===== config.mk =====
export PLATFORM = sky130hd
export DESIGN_NAME = int4_block_dequant_to_half
export DESIGN_NICKNAME = d
export VERILOG_FILES = /design/src/rtl/i4dq_pkg.sv /design/src/rtl/i4dq_front.sv /design/src/rtl/i4dq_fifo.sv /design/src/rtl/i4dq_back.sv /design/src/rtl/int4_block_dequant_to_half.sv
export SDC_FILE = /design/constraint.sdc
export NUM_CORES = 2
export LEC_CHECK = 0
export ABC_AREA = 1
export BUFFER_PORTS_ARGS = -buffer_cell sky130_fd_sc_hd__buf_2
export CORE_MARGIN = 8
export CORE_UTILIZATION = 30
export CTS_CLUSTER_DIAMETER = 100
export DETAILED_ROUTE_END_ITERATION = 8
export PLACE_DENSITY_LB_ADDON = 0.05
export SYNTH_ARGS = -nofsm -noshare
export SYNTH_HDL_FRONTEND = slang
export SYNTH_SLANG_ARGS = --single-unit

===== constraint.sdc =====
create_clock -name clock -period 21.8 [get_ports clock]
set_clock_uncertainty 0.05 [all_clocks]
set_input_delay 3.27 -clock clock [delete_from_list [all_inputs] [get_ports clock]]
set_output_delay 3.27 -clock clock [all_outputs]
set_load 0.01 [all_outputs]

===== src/rtl/i4dq_pkg.sv =====
// Shared types, register codes and float helper functions for the int4 dequantizer.
// Depends on nothing; used by every module in rtl/.
package i4dq_pkg;

   localparam int unsigned CSR_INDEX_W = 2;
   localparam logic [CSR_INDEX_W-1:0] CSR_LAYER_SCALE = 2'd0;
   localparam logic [CSR_INDEX_W-1:0] CSR_OUTPUT_HALF = 2'd1;

   localparam logic [31:0] QNAN_F32 = 32'h7FC0_0000;
   localparam logic [31:0] INF_F32  = 32'h7F80_0000;

   typedef enum logic [1:0] {
      CLS_NUM  = 2'd0,
      CLS_ZERO = 2'd1,
      CLS_INF  = 2'd2,
      CLS_NAN  = 2'd3
   } cls_type;

   // unpacked operand: value = mant * 2^(expo-150)
   typedef struct packed {
      logic        sign;
      logic [7:0]  expo;
      logic [23:0] mant;
      logic        is_zero;
      logic        is_inf;
      logic        is_nan;
   } fp_op_type;

   typedef struct packed {
      fp_op_type   w_op;
      logic [31:0] bscale;
   } q_item_type;

   typedef struct packed {
      logic               sign;
      cls_type            cls;
      logic [47:0]        prod;
      logic signed [10:0] esum;
   } m1_type;

   typedef struct packed {
      logic               sign;
      cls_type            cls;
      logic [47:0]        prod;
      logic signed [10:0] e;
      logic signed [10:0] sh;
   } m2_type;

   typedef struct packed {
      logic        sign;
      cls_type     cls;
      logic        ovf;
      logic [7:0]  expf;
      logic [47:0] n;
      logic        sticky;
   } m3_type;

   function automatic fp_op_type unpack_f32(input logic [31:0] x);
      fp_op_type o;
      o.sign    = x[31];
      o.expo    = (x[30:23] == 8'd0) ? 8'd1 : x[30:23];
      o.mant    = {x[30:23] != 8'd0, x[22:0]};
      o.is_zero = (x[30:0] == 31'd0);
      o.is_inf  = (x[30:23] == 8'hFF) && (x[22:0] == 23'd0);
      o.is_nan  = (x[30:23] == 8'hFF) && (x[22:0] != 23'd0);
      return o;
   endfunction

   // stage 1: classify and form the raw mantissa product
   function automatic m1_type fmul_s1(input fp_op_type a, input fp_op_type b);
      m1_type r;
      r.sign = a.sign ^ b.sign;
      if (a.is_nan || b.is_nan || (a.is_inf && b.is_zero) || (a.is_zero && b.is_inf)) begin
         r.cls = CLS_NAN;
      end else if (a.is_inf || b.is_inf) begin
         r.cls = CLS_INF;
      end else if (a.is_zero || b.is_zero) begin
         r.cls = CLS_ZERO;
      end else begin
         r.cls = CLS_NUM;
      end
      r.prod = 48'(a.mant) * 48'(b.mant);
      r.esum = $signed(11'(a.expo)) + $signed(11'(b.expo)) - 11'sd126;
      return r;
   endfunction

   // stage 2: leading zero count, result exponent and shift amount
   function automatic m2_type fmul_s2(input m1_type m);
      m2_type r;
      logic [5:0] lz;
      lz = 6'd0;
      for (int i = 0; i < 48; i++) begin
         if (m.prod[i]) lz = 6'(47 - i);
      end
      r.sign = m.sign;
      r.cls  = m.cls;
      r.prod = m.prod;
      r.e    = m.esum - $signed(11'(lz));
      r.sh   = (r.e < 11'sd1) ? (m.esum - 11'sd1) : $signed(11'(lz));
      return r;
   endfunction

   // stage 3: normalize, or denormalize with sticky
   function automatic m3_type fmul_s3(input m2_type m);
      m3_type r;
      logic [10:0] rs;
      r.sign   = m.sign;
      r.cls    = m.cls;
      r.sticky = 1'b0;
      rs       = 11'(-m.sh);
      if (!m.sh[10]) begin
         r.n = m.prod << m.sh[5:0];
      end else if (rs >= 11'd48) begin
         r.n      = 48'd0;
         r.sticky = |m.prod;
      end else begin
         r.n      = m.prod >> rs[5:0];
         r.sticky = |(m.prod << (7'd48 - {1'b0, rs[5:0]}));
      end
      r.ovf  = (m.e >= 11'sd255);
      r.expf = (m.e >= 11'sd1) ? m.e[7:0] : 8'd0;
      return r;
   endfunction

   // stage 4: round to nearest even and pack
   function automatic logic [31:0] fmul_s4(input m3_type m);
      logic [30:0] mag;
      logic        up;
      logic [31:0] r;
      up  = m.n[23] & ((|m.n[22:0]) | m.sticky | m.n[24]);
      mag = {m.expf, m.n[46:24]} + 31'(up);
      case (m.cls)
         CLS_NAN:  r = QNAN_F32;
         CLS_INF:  r = {m.sign, INF_F32[30:0]};
         CLS_ZERO: r = {m.sign, 31'd0};
         default:  r = m.ovf ? {m.sign, INF_F32[30:0]} : {m.sign, mag};
      endcase
      return r;
   endfunction

   function automatic logic [15:0] to_half(input logic [31:0] x);
      logic               sign;
      logic [22:0]        frac;
      logic signed [9:0]  hexp;
      logic [23:0]        m;
      logic [4:0]         sh;
      logic [23:0]        hv;
      logic [23:0]        rem;
      logic [23:0]        halfway;
      logic [14:0]        h;
      logic [15:0]        r;
      sign    = x[31];
      frac    = x[22:0];
      hexp    = $signed(10'(x[30:23])) - 10'sd112;
      m       = {1'b1, frac};
      sh      = 5'(10'sd14 - hexp);
      hv      = m >> sh;
      rem     = m & ((24'd1 << sh) - 24'd1);
      halfway = 24'd1 << (sh - 5'd1);
      h       = {hexp[4:0], frac[22:13]};
      if (x[30:23] == 8'hFF) begin
         r = {sign, 5'h1F, (frac != 23'd0), 9'd0};
      end else if (hexp >= 10'sd31) begin
         r = {sign, 15'h7C00};
      end else if (hexp <= 10'sd0) begin
         if (hexp < -10'sd10) begin
            r = {sign, 15'd0};
         end else if (rem > halfway || (rem == halfway && hv[0])) begin
            r = {sign, hv[14:0] + 15'd1};
         end else begin
            r = {sign, hv[14:0]};
         end
      end else if (frac[12:0] > 13'h1000 || (frac[12:0] == 13'h1000 && h[0])) begin
         r = {sign, h + 15'd1};
      end else begin
         r = {sign, h};
      end
      return r;
   endfunction

endpackage


===== src/rtl/i4dq_front.sv =====
// Front end: takes requests, picks the nibble, forms a sign-magnitude weight operand.
// Depends on i4dq_pkg.
module i4dq_front
   import i4dq_pkg::*;
(
   input  logic        req_valid,
   output logic        req_ready,
   input  logic [7:0]  req_packed_byte,
   input  logic        req_high_nibble,
   input  logic [31:0] req_col_scale,
   output logic        push_valid,
   input  logic        push_ready,
   output q_item_type  push_item
);

   logic [3:0] nib;
   logic [3:0] mag;

   assign nib = req_high_nibble ? req_packed_byte[7:4] : req_packed_byte[3:0];
   assign mag = nib[3] ? 4'(-nib) : nib;

   always_comb begin
      push_item.w_op.sign    = nib[3];
      push_item.w_op.expo    = 8'd150;   // integer weight: mant * 2^0
      push_item.w_op.mant    = 24'(mag);
      push_item.w_op.is_zero = (nib == 4'd0);
      push_item.w_op.is_inf  = 1'b0;
      push_item.w_op.is_nan  = 1'b0;
      push_item.bscale       = req_col_scale;
   end

   assign push_valid = req_valid;
   assign req_ready  = push_ready;

endmodule


===== src/rtl/i4dq_fifo.sv =====
// Short register queue between front and back ends.
// Depends on i4dq_pkg.
module i4dq_fifo
   import i4dq_pkg::*;
#(
   parameter int unsigned DEPTH = 4
) (
   input  logic       clock,
   input  logic       reset,
   input  logic       push_valid,
   output logic       push_ready,
   input  q_item_type push_item,
   output logic       pop_valid,
   input  logic       pop_ready,
   output q_item_type pop_item
);

   localparam int unsigned PTR_W = (DEPTH > 1) ? $clog2(DEPTH) : 1;
   localparam int unsigned CNT_W = $clog2(DEPTH + 1);

   q_item_type       mem_ff [DEPTH];
   logic [PTR_W-1:0] wr_ptr_ff, wr_ptr_in;
   logic [PTR_W-1:0] rd_ptr_ff, rd_ptr_in;
   logic [CNT_W-1:0] count_ff, count_in;
   logic             do_push, do_pop;

   assign push_ready = (count_ff != CNT_W'(DEPTH));
   assign pop_valid  = (count_ff != '0);
   assign pop_item   = mem_ff[rd_ptr_ff];
   assign do_push    = push_valid && push_ready;
   assign do_pop     = pop_valid && pop_ready;

   always_comb begin
      wr_ptr_in = wr_ptr_ff;
      rd_ptr_in = rd_ptr_ff;
      count_in  = count_ff;
      if (do_push) begin
         wr_ptr_in = (wr_ptr_ff == PTR_W'(DEPTH - 1)) ? '0 : wr_ptr_ff + 1'b1;
      end
      if (do_pop) begin
         rd_ptr_in = (rd_ptr_ff == PTR_W'(DEPTH - 1)) ? '0 : rd_ptr_ff + 1'b1;
      end
      if (do_push && !do_pop) begin
         count_in = count_ff + 1'b1;
      end else if (do_pop && !do_push) begin
         count_in = count_ff - 1'b1;
      end
   end

   always_ff @(posedge clock) begin
      if (reset) begin
         wr_ptr_ff <= '0;
         rd_ptr_ff <= '0;
         count_ff  <= '0;
      end else begin
         wr_ptr_ff <= wr_ptr_in;
         rd_ptr_ff <= rd_ptr_in;
         count_ff  <= count_in;
      end
   end

   always_ff @(posedge clock) begin
      if (do_push) begin
         mem_ff[wr_ptr_ff] <= push_item;
      end
   end

endmodule


===== src/rtl/i4dq_back.sv =====
// Back end: two pipelined fp32 multiplies, NaN canonicalization, optional fp16 conversion.
// Depends on i4dq_pkg.
module i4dq_back
   import i4dq_pkg::*;
(
   input  logic        clock,
   input  logic        reset,
   input  logic [31:0] post_scale,
   input  logic        output_half,
   input  logic        pop_valid,
   output logic        pop_ready,
   input  q_item_type  pop_item,
   output logic        rsp_valid,
   input  logic        rsp_ready,
   output logic [31:0] rsp_value_bits
);

   localparam int unsigned NSTG = 9;

   logic [NSTG-1:0] v_ff, v_in;
   logic [NSTG-1:0] rdy;

   m1_type      a1_ff, a1_in;
   m2_type      a2_ff, a2_in;
   m3_type      a3_ff, a3_in;
   logic [31:0] p1_ff, p1_in;
   m1_type      b1_ff, b1_in;
   m2_type      b2_ff, b2_in;
   m3_type      b3_ff, b3_in;
   logic [31:0] p2_ff, p2_in;
   logic [31:0] out_ff, out_in;

   always_comb begin
      rdy[NSTG-1] = !v_ff[NSTG-1] || rsp_ready;
      for (int i = NSTG - 2; i >= 0; i--) begin
         rdy[i] = !v_ff[i] || rdy[i+1];
      end
      v_in[0] = pop_valid;
      for (int i = 1; i < NSTG; i++) begin
         v_in[i] = v_ff[i-1];
      end
   end

   assign pop_ready = rdy[0];

   always_comb begin
      a1_in = fmul_s1(pop_item.w_op, unpack_f32(pop_item.bscale));
      a2_in = fmul_s2(a1_ff);
      a3_in = fmul_s3(a2_ff);
      p1_in = fmul_s4(a3_ff);
      b1_in = fmul_s1(unpack_f32(p1_ff), unpack_f32(post_scale));
      b2_in = fmul_s2(b1_ff);
      b3_in = fmul_s3(b2_ff);
      p2_in = fmul_s4(b3_ff);
      out_in = output_half ? {16'd0, to_half(p2_ff)} : p2_ff;
   end

   always_ff @(posedge clock) begin
      if (reset) begin
         v_ff <= '0;
      end else begin
         for (int i = 0; i < NSTG; i++) begin
            if (rdy[i]) v_ff[i] <= v_in[i];
         end
      end
   end

   always_ff @(posedge clock) begin
      if (rdy[0]) a1_ff  <= a1_in;
      if (rdy[1]) a2_ff  <= a2_in;
      if (rdy[2]) a3_ff  <= a3_in;
      if (rdy[3]) p1_ff  <= p1_in;
      if (rdy[4]) b1_ff  <= b1_in;
      if (rdy[5]) b2_ff  <= b2_in;
      if (rdy[6]) b3_ff  <= b3_in;
      if (rdy[7]) p2_ff  <= p2_in;
      if (rdy[8]) out_ff <= out_in;
   end

   assign rsp_valid      = v_ff[NSTG-1];
   assign rsp_value_bits = out_ff;

endmodule


===== src/rtl/int4_block_dequant_to_half.sv =====
// Top level of the int4 block dequantizer: config registers, front end, queue, back end.
// Depends on i4dq_pkg, i4dq_front, i4dq_fifo, i4dq_back.
//
//   channel | ports                                   | direction
//   --------+-----------------------------------------+----------
//   request | req_valid/ready, packed_byte,           | in
//           | high_nibble, col_scale                  |
//   result  | rsp_valid/ready, rsp_value_bits         | out
//   csr     | csr_valid/ready, csr_index, csr_data    | in
//
// One request per cycle sustained while rsp_ready stays high; from acceptance a request
// passes the queue, then 4 stages per fp32 multiply plus output, to rsp_valid.
// Synchronous active-high reset clears the pipeline, queue and csr values
// (post scale = 1.0, output_half = 1). A stalled result stalls the back end
// stage by stage; the queue keeps taking requests until it is full.
module int4_block_dequant_to_half
   import i4dq_pkg::*;
#(
   parameter int unsigned QUEUE_DEPTH = 4
) (
   input  logic                   clock,
   input  logic                   reset,
   input  logic                   req_valid,
   output logic                   req_ready,
   input  logic [7:0]             req_packed_byte,
   input  logic                   req_high_nibble,
   input  logic [31:0]            req_col_scale,
   output logic                   rsp_valid,
   input  logic                   rsp_ready,
   output logic [31:0]            rsp_value_bits,
   input  logic                   csr_valid,
   output logic                   csr_ready,
   input  logic [CSR_INDEX_W-1:0] csr_index,
   input  logic [31:0]            csr_data
);

   logic [31:0] post_scale_ff, post_scale_in;
   logic        output_half_ff, output_half_in;

   logic        push_valid, push_ready;
   q_item_type  push_item;
   logic        pop_valid, pop_ready;
   q_item_type  pop_item;

   // csr writes always complete; unknown indexes are dropped
   assign csr_ready = 1'b1;

   always_comb begin
      post_scale_in  = post_scale_ff;
      output_half_in = output_half_ff;
      if (csr_valid) begin
         unique case (csr_index)
            CSR_LAYER_SCALE: post_scale_in  = csr_data;
            CSR_OUTPUT_HALF: output_half_in = csr_data[0];
            default: ;
         endcase
      end
   end

   always_ff @(posedge clock) begin
      if (reset) begin
         post_scale_ff  <= 32'h3F80_0000;
         output_half_ff <= 1'b1;
      end else begin
         post_scale_ff  <= post_scale_in;
         output_half_ff <= output_half_in;
      end
   end

   i4dq_front u_front (
      .req_valid       (req_valid),
      .req_ready       (req_ready),
      .req_packed_byte (req_packed_byte),
      .req_high_nibble (req_high_nibble),
      .req_col_scale   (req_col_scale),
      .push_valid      (push_valid),
      .push_ready      (push_ready),
      .push_item       (push_item)
   );

   i4dq_fifo #(
      .DEPTH (QUEUE_DEPTH)
   ) u_fifo (
      .clock      (clock),
      .reset      (reset),
      .push_valid (push_valid),
      .push_ready (push_ready),
      .push_item  (push_item),
      .pop_valid  (pop_valid),
      .pop_ready  (pop_ready),
      .pop_item   (pop_item)
   );

   i4dq_back u_back (
      .clock          (clock),
      .reset          (reset),
      .post_scale     (post_scale_ff),
      .output_half    (output_half_ff),
      .pop_valid      (pop_valid),
      .pop_ready      (pop_ready),
      .pop_item       (pop_item),
      .rsp_valid      (rsp_valid),
      .rsp_ready      (rsp_ready),
      .rsp_value_bits (rsp_value_bits)
   );

endmodule

---- Yosys cells after proc, flatten, opt, wreduce, memory -nomap -nowiden ----
Memory sizes are Yosys's and may differ from the RTL's. A register that Yosys moved wholly into a read port is not among the register bits.
Index checks and enable logic that the tools add are counted.
cells by class
  $add $sub $neg .......................... 25
  multipliers ............................. 2
  $lt $le $gt $ge ......................... 13
  equality and inequality tests ........... 16
  shifts and indexed selects .............. 9
  muxes and demuxes ....................... 130
  bitwise logic cells ..................... 9
  reductions and logical operators ........ 78
operator list
  operator               number
  $mux 6                 98
  $pmux 32 s3            2
  $reduce_or 48->1       4
  $mul 24x24->48         2
  $mux 48                2
  $shl 48x6->47          2
  $shl 48x7->48          2
  $shr 48x6->47          2
  $mux 47                2
  $logic_not 31->1       3
  $reduce_bool 23->1     4
  $mux 15                6
  $logic_not 23->1       3
  $add 31x1->31          2
  $mux 31                2
  $shl 1x5->24 const A   2
  $reduce_or 23->1       2
  $eq 8x8->1 const B     4
  $add 15x1->15 const B  2
  $and 24x24->24         1
  $eq 24x24->1           1
  $gt 24x24->1           1
  $logic_not 8->1        3
  $mux 8                 3
  48 further kinds       127
word-level totals
  flip-flop bits (word level) ............. 535
  RAM bits ................................ 152
  bits of input ports ..................... 80
  output and inout bits ................... 35
  word-level logic and storage cells ...... 335
  memories ................................ 1
memory list
  name           words  bits a word  rd ports  clocked after Yosys merged registers in  write ports  RTL line         source
  u_fifo.mem_ff  4      38           1         1                                        1            i4dq_fifo.sv:21  q_item_type mem_ff [DEPTH];

---- Longest topological paths before layout ----
  depth after elaboration ................. 51
  gate-level depth with buffers ........... 63
  gate-level depth less buffers ........... 63

---- Modules after synthesis ----
Synthesis repeated with hierarchy kept, for this count alone.
second synthesis, totals
  cells, all modules ...................... 10601
  area total of the unflattened synthesis .. 85922.4 sq um
by module, submodules not included
  module                      instances  cells an instance  area an instance (sq um)  seq. area each (sq um)
  i4dq_back                   1          9571               73291.5                   14714.1
  i4dq_fifo                   1          726                10553.9                   8348.0
  int4_block_dequant_to_half  1          205                1431.4                    660.6
  i4dq_front                  1          99                 645.6                     0.0

---- Worst setup path before layout ----
Ideal clock, no wire load.
  path type ............................... in2reg
  start point ............................. input port rsp_ready
  end point ............................... register u_back.a1_ff[0] (netlist name) (enable)
  setup time .............................. 0.400 ns
  arrival time ............................ 13.473 ns
  required time ........................... 21.350 ns
  slack ................................... 7.877 ns
  stages .................................. 18
  path buffers ............................ 0
  cell sequence ........................... nor2_1 > inv_1 > nor2_1 > inv_1 > nor2_1 > inv_1 > nor2_1 > inv_1 > nor2_1 > inv_1 > nor2_1 > inv_1 > nor2_1 > inv_1 > nor2_1 > inv_1 > nor2_1 > inv_1
on the way
  word-level cells in the longest chain between the ends .. 9
RTL lines
  element               RTL line                          source
  from (decl)           int4_block_dequant_to_half.sv:29  input logic rsp_ready,
  $logic_or 1x1->1      i4dq_back.sv:34                   rdy[NSTG-1] = !v_ff[NSTG-1] || rsp_ready;
  net u_back.rdy[8]     i4dq_back.sv:21                   logic [NSTG-1:0] rdy;
  $logic_or 1x1->1      i4dq_back.sv:36                   rdy[i] = !v_ff[i] || rdy[i+1];
  net u_back.rdy[7]     i4dq_back.sv:21
  $logic_or 1x1->1      i4dq_back.sv:36
  net u_back.rdy[6]     i4dq_back.sv:21
  $logic_or 1x1->1      i4dq_back.sv:36
  net u_back.rdy[5]     i4dq_back.sv:21
  $logic_or 1x1->1      i4dq_back.sv:36
  net u_back.rdy[4]     i4dq_back.sv:21
  $logic_or 1x1->1      i4dq_back.sv:36
  net u_back.rdy[3]     i4dq_back.sv:21
  $logic_or 1x1->1      i4dq_back.sv:36
  net u_back.rdy[2]     i4dq_back.sv:21
  $logic_or 1x1->1      i4dq_back.sv:36
  net u_back.rdy[1]     i4dq_back.sv:21
  $logic_or 1x1->1      i4dq_back.sv:36
  to (signal assigned)  i4dq_back.sv:69                   if (rdy[0]) a1_ff <= a1_in;
  to (decl)             i4dq_back.sv:23                   m1_type a1_ff, a1_in;
The timed path passes the listed nets, and every way through them passes these cells.
A chain may end at the register's enable or synchronous reset.

==> qor.yml <==
synthesis:
  synth_xor_area_frac: 0.01980
  synth_adder_area_share: 0.2495
  synth_compound_area_frac: 0.1228
  synth-main-ff-cell: "edfxtp_1"
  syn-num-nets: 8900
  synthMuxAreaShare: 0.009820
  synth.cell_area_mm2: 0.06332
  syn_avg_cell_area_um2: 8.040
  synth_top_family_by_area: "adder cells"
  ys_ff_latch: 655
  synth.distinct_cells: 85
  ys_warn_count: 0
  synthCells: 7876
  synthArstFlopShare: 0
  yosysSeqAreaShare: 0.3026
  synth-simple-area-share: 0.1856
  synth-edff-count: 604
drt:
  firstDrtPassIters: 7
  drcViolationCount: 0
  drt-total-wl_um: 210900
  wl_per_cell_um: 19.77
  drt_iter0_markers: 3490
  vias_per_cell: 4.842
  vias: 51671
  ant_nets: 0
global_routing:
  antenna_found_initial: 6
  first_global_vias: 52291
  overflow: 0
  grt_pass1_wl_um: 322400
  grt_max_degree: 73
  track_usage: 0.1833
sta:
  rsz0062_at_grt: "false"
  finalCritPeriodShare: 0.3828
  hold_viol_final: 0
  worstMarginPinSlew_ps: 1043
  setup-violations-final: 0
  tns_ps: 0
  slew_violations: 0
  min_period_ps: 8346
  holdWs_ps: 374.4
  fmax_mhz: 119.8
  max_slew_margin: 0.3018
floorplan:
  start_util: 0.3018
  core_mm2: 0.2098
  design.die.area_mm2: 0.2260
  die_height_um: 475.4
  io_pins: 115
  num_rows: 168
  fp.dieW_um: 475.4
cells_and_area:
  drive_above_1_share: 0.05901
  final_common_cell: "nand2_1"
  syn_to_final_growth_pct: 9.874
  fill_cells: 22579
  final_cell_mix: "nand2_1 (1752), inv_1 (1415), nor2_1 (680), o21ai_0 (661), edfxtp_1 (604)"
  fin_nets: 8819
cts:
  cts.htree.levels: 3
  hold_buffers: 0
  cts_tree: "built"
  cts.path.max_buffers: 3
  cts_resized: 0
  root_buffer: "clkbuf_16"
  cts_made_buffers: 81
  clock_latency_ps: 690
  clk_pin_slew_worst_paths_ps: 60
  cts_setup_buffers: 0
  cts.sinks: 655
worst_setup_path:
  crit_end: "u_back.a1_ff[41]"
  reg2reg_to: "u_back.a1_ff[41]"
  slowest_stage: "clkinv_1"
  crit_path_max_fanout: 37
  slowest_delay_ps: 680
  end_kind: "flop"
  worstPathRequired_ps: 22280
  critical_path_arrival_ps: 8830
  ff2ff_setup_slack_ps: 13450
  crit_type: "flop to flop"
  startpoint_type: "flop"
  reg2reg_depth: 36
  cp_common_cell: "a21oi_1"
place:
  hpwl_um: 161300
  gp_congestion: 0.8856
  numPortBuffers: 113
status:
  status: "complete, no violations"
run:
  cap_violations: 0
min_path:
  hold_path.class: "flop to flop"
## final cells by class
| class | count | area, µm² | area share |
|---|---|---|---|
| Tap cell | 2805 | 3510 | 0.05044 |
| Antenna cell | 4 | 10.01 | 0.0001439 |
| Inverter | 1456 | 5468 | 0.07859 |
| Clock inverter | 57 | 719.4 | 0.01034 |
| Multi-Input combinational cell | 5385 | 37260 | 0.5355 |
| Clock buffer | 94 | 2107 | 0.03028 |
| Sequential cell | 655 | 19170 | 0.2755 |
| Timing Repair Buffer | 216 | 1339 | 0.01924 |
## state kept, by name (all words and copies together) (netlist names), 9 cells and up, named ones only
register and count:
u_fifo.mem_ff 152, u_back.b2_ff 73, u_back.b1_ff 62, u_back.a3_ff 60
u_back.b3_ff 60, u_back.a2_ff 56, u_back.a1_ff 45, post_scale_ff 32
u_back.p1_ff 32, u_back.p2_ff 32, u_back.rsp_value_bits 32, u_back.v_ff 9
## synthesized netlist by cell type (all sizes together) (8+ instances only)
cell type | n | area, µm²
nor2 | 693 | 2640
nand2 | 1758 | 6624
a31oi | 33 | 219.0
nor4 | 75 | 469.2
clkinv | 12 | 45.04
o21bai | 12 | 93.84
clkbuf | 323 | 1212
o22ai | 31 | 193.9
a221oi | 11 | 96.34
a21oi | 359 | 1861
buf | 57 | 275.3
ha | 413 | 5167
a32oi | 35 | 306.5
dfxtp | 51 | 1021
or2 | 25 | 156.4
nor3b | 8 | 65.06
fa | 531 | 10630
nand3 | 158 | 805.8
nor3 | 95 | 495.5
a32o | 12 | 120.1
o21a | 9 | 67.56
edfxtp | 604 | 18140
a211oi | 12 | 90.09
o31ai | 17 | 132.6
nand4 | 56 | 356.6
nand3b | 10 | 75.07
xor2 | 99 | 885.9
xnor2 | 42 | 367.9
o211ai | 47 | 367.9
o21ai | 682 | 3440
mux2i | 61 | 610.6
inv | 1444 | 5423
o221ai | 35 | 312.8
## cell families after synthesis
family,Yosys count
and+or+nand+nor,2887
buffers and inverters,1836
AOI/OAI and AO/OA,1350
adders and majority gates,944
DFF,655
xor gates and xnor gates,141
muxes,62
other,1
## metal layers
metal / global-route usage / routed length, µm / vias up
li1: - / - / 25212
met1: 0.2599 / 101400 / 25097
met2: 0.3015 / 96000 / 1106
met3: 0.01921 / 8392 / 254
met4: 0.04357 / 5141 / 2
met5: 0 / 11 / -
## through the flow
stage | cells | setup slack [ps] | area (µm²) | utilization
final | 10672 | 13450 | 69570 | 0.3317
after floorplan | 7876 | 7877 | 63320 | -
after detailed placement | 10517 | 13080 | 66740 | 0.3181
after CTS | 10668 | 13360 | 69560 | 0.3316
after global placement | 10517 | 12980 | 66740 | 0.3181
after global routing | 10671 | 12750 | 69570 | 0.3316
## worst max-delay path, delay by kind of cell, from the launching register on
kind / cells / cell delay (ps)
AOI/OAI and AO/OA: 14 / 2220
buffers and inverters: 6 / 1850
adders and majority gates: 8 / 2710
DFF: 1 / 390
and+or+nand+nor: 8 / 960
## worst min path at each step
stage                                 from               end  slack (ps)  cells past startpoint
after CTS                 u_back.b2_ff[71]  u_back.b3_ff[59]         380                      0
after global placement    u_back.b2_ff[70]  u_back.b3_ff[58]         350                      0
after floorplan           u_back.a1_ff[59]  u_back.a2_ff[70]         350                      0
after global routing      u_back.b2_ff[71]  u_back.b3_ff[59]         380                      0
after detailed placement  u_back.b2_ff[71]  u_back.b3_ff[59]         360                      0
final                     u_back.b2_ff[71]  u_back.b3_ff[59]         370                      0
Power is left out: the tool's default activity adds up to more than one toggle a clock period on the data nets, which glitch-free logic cannot reach.
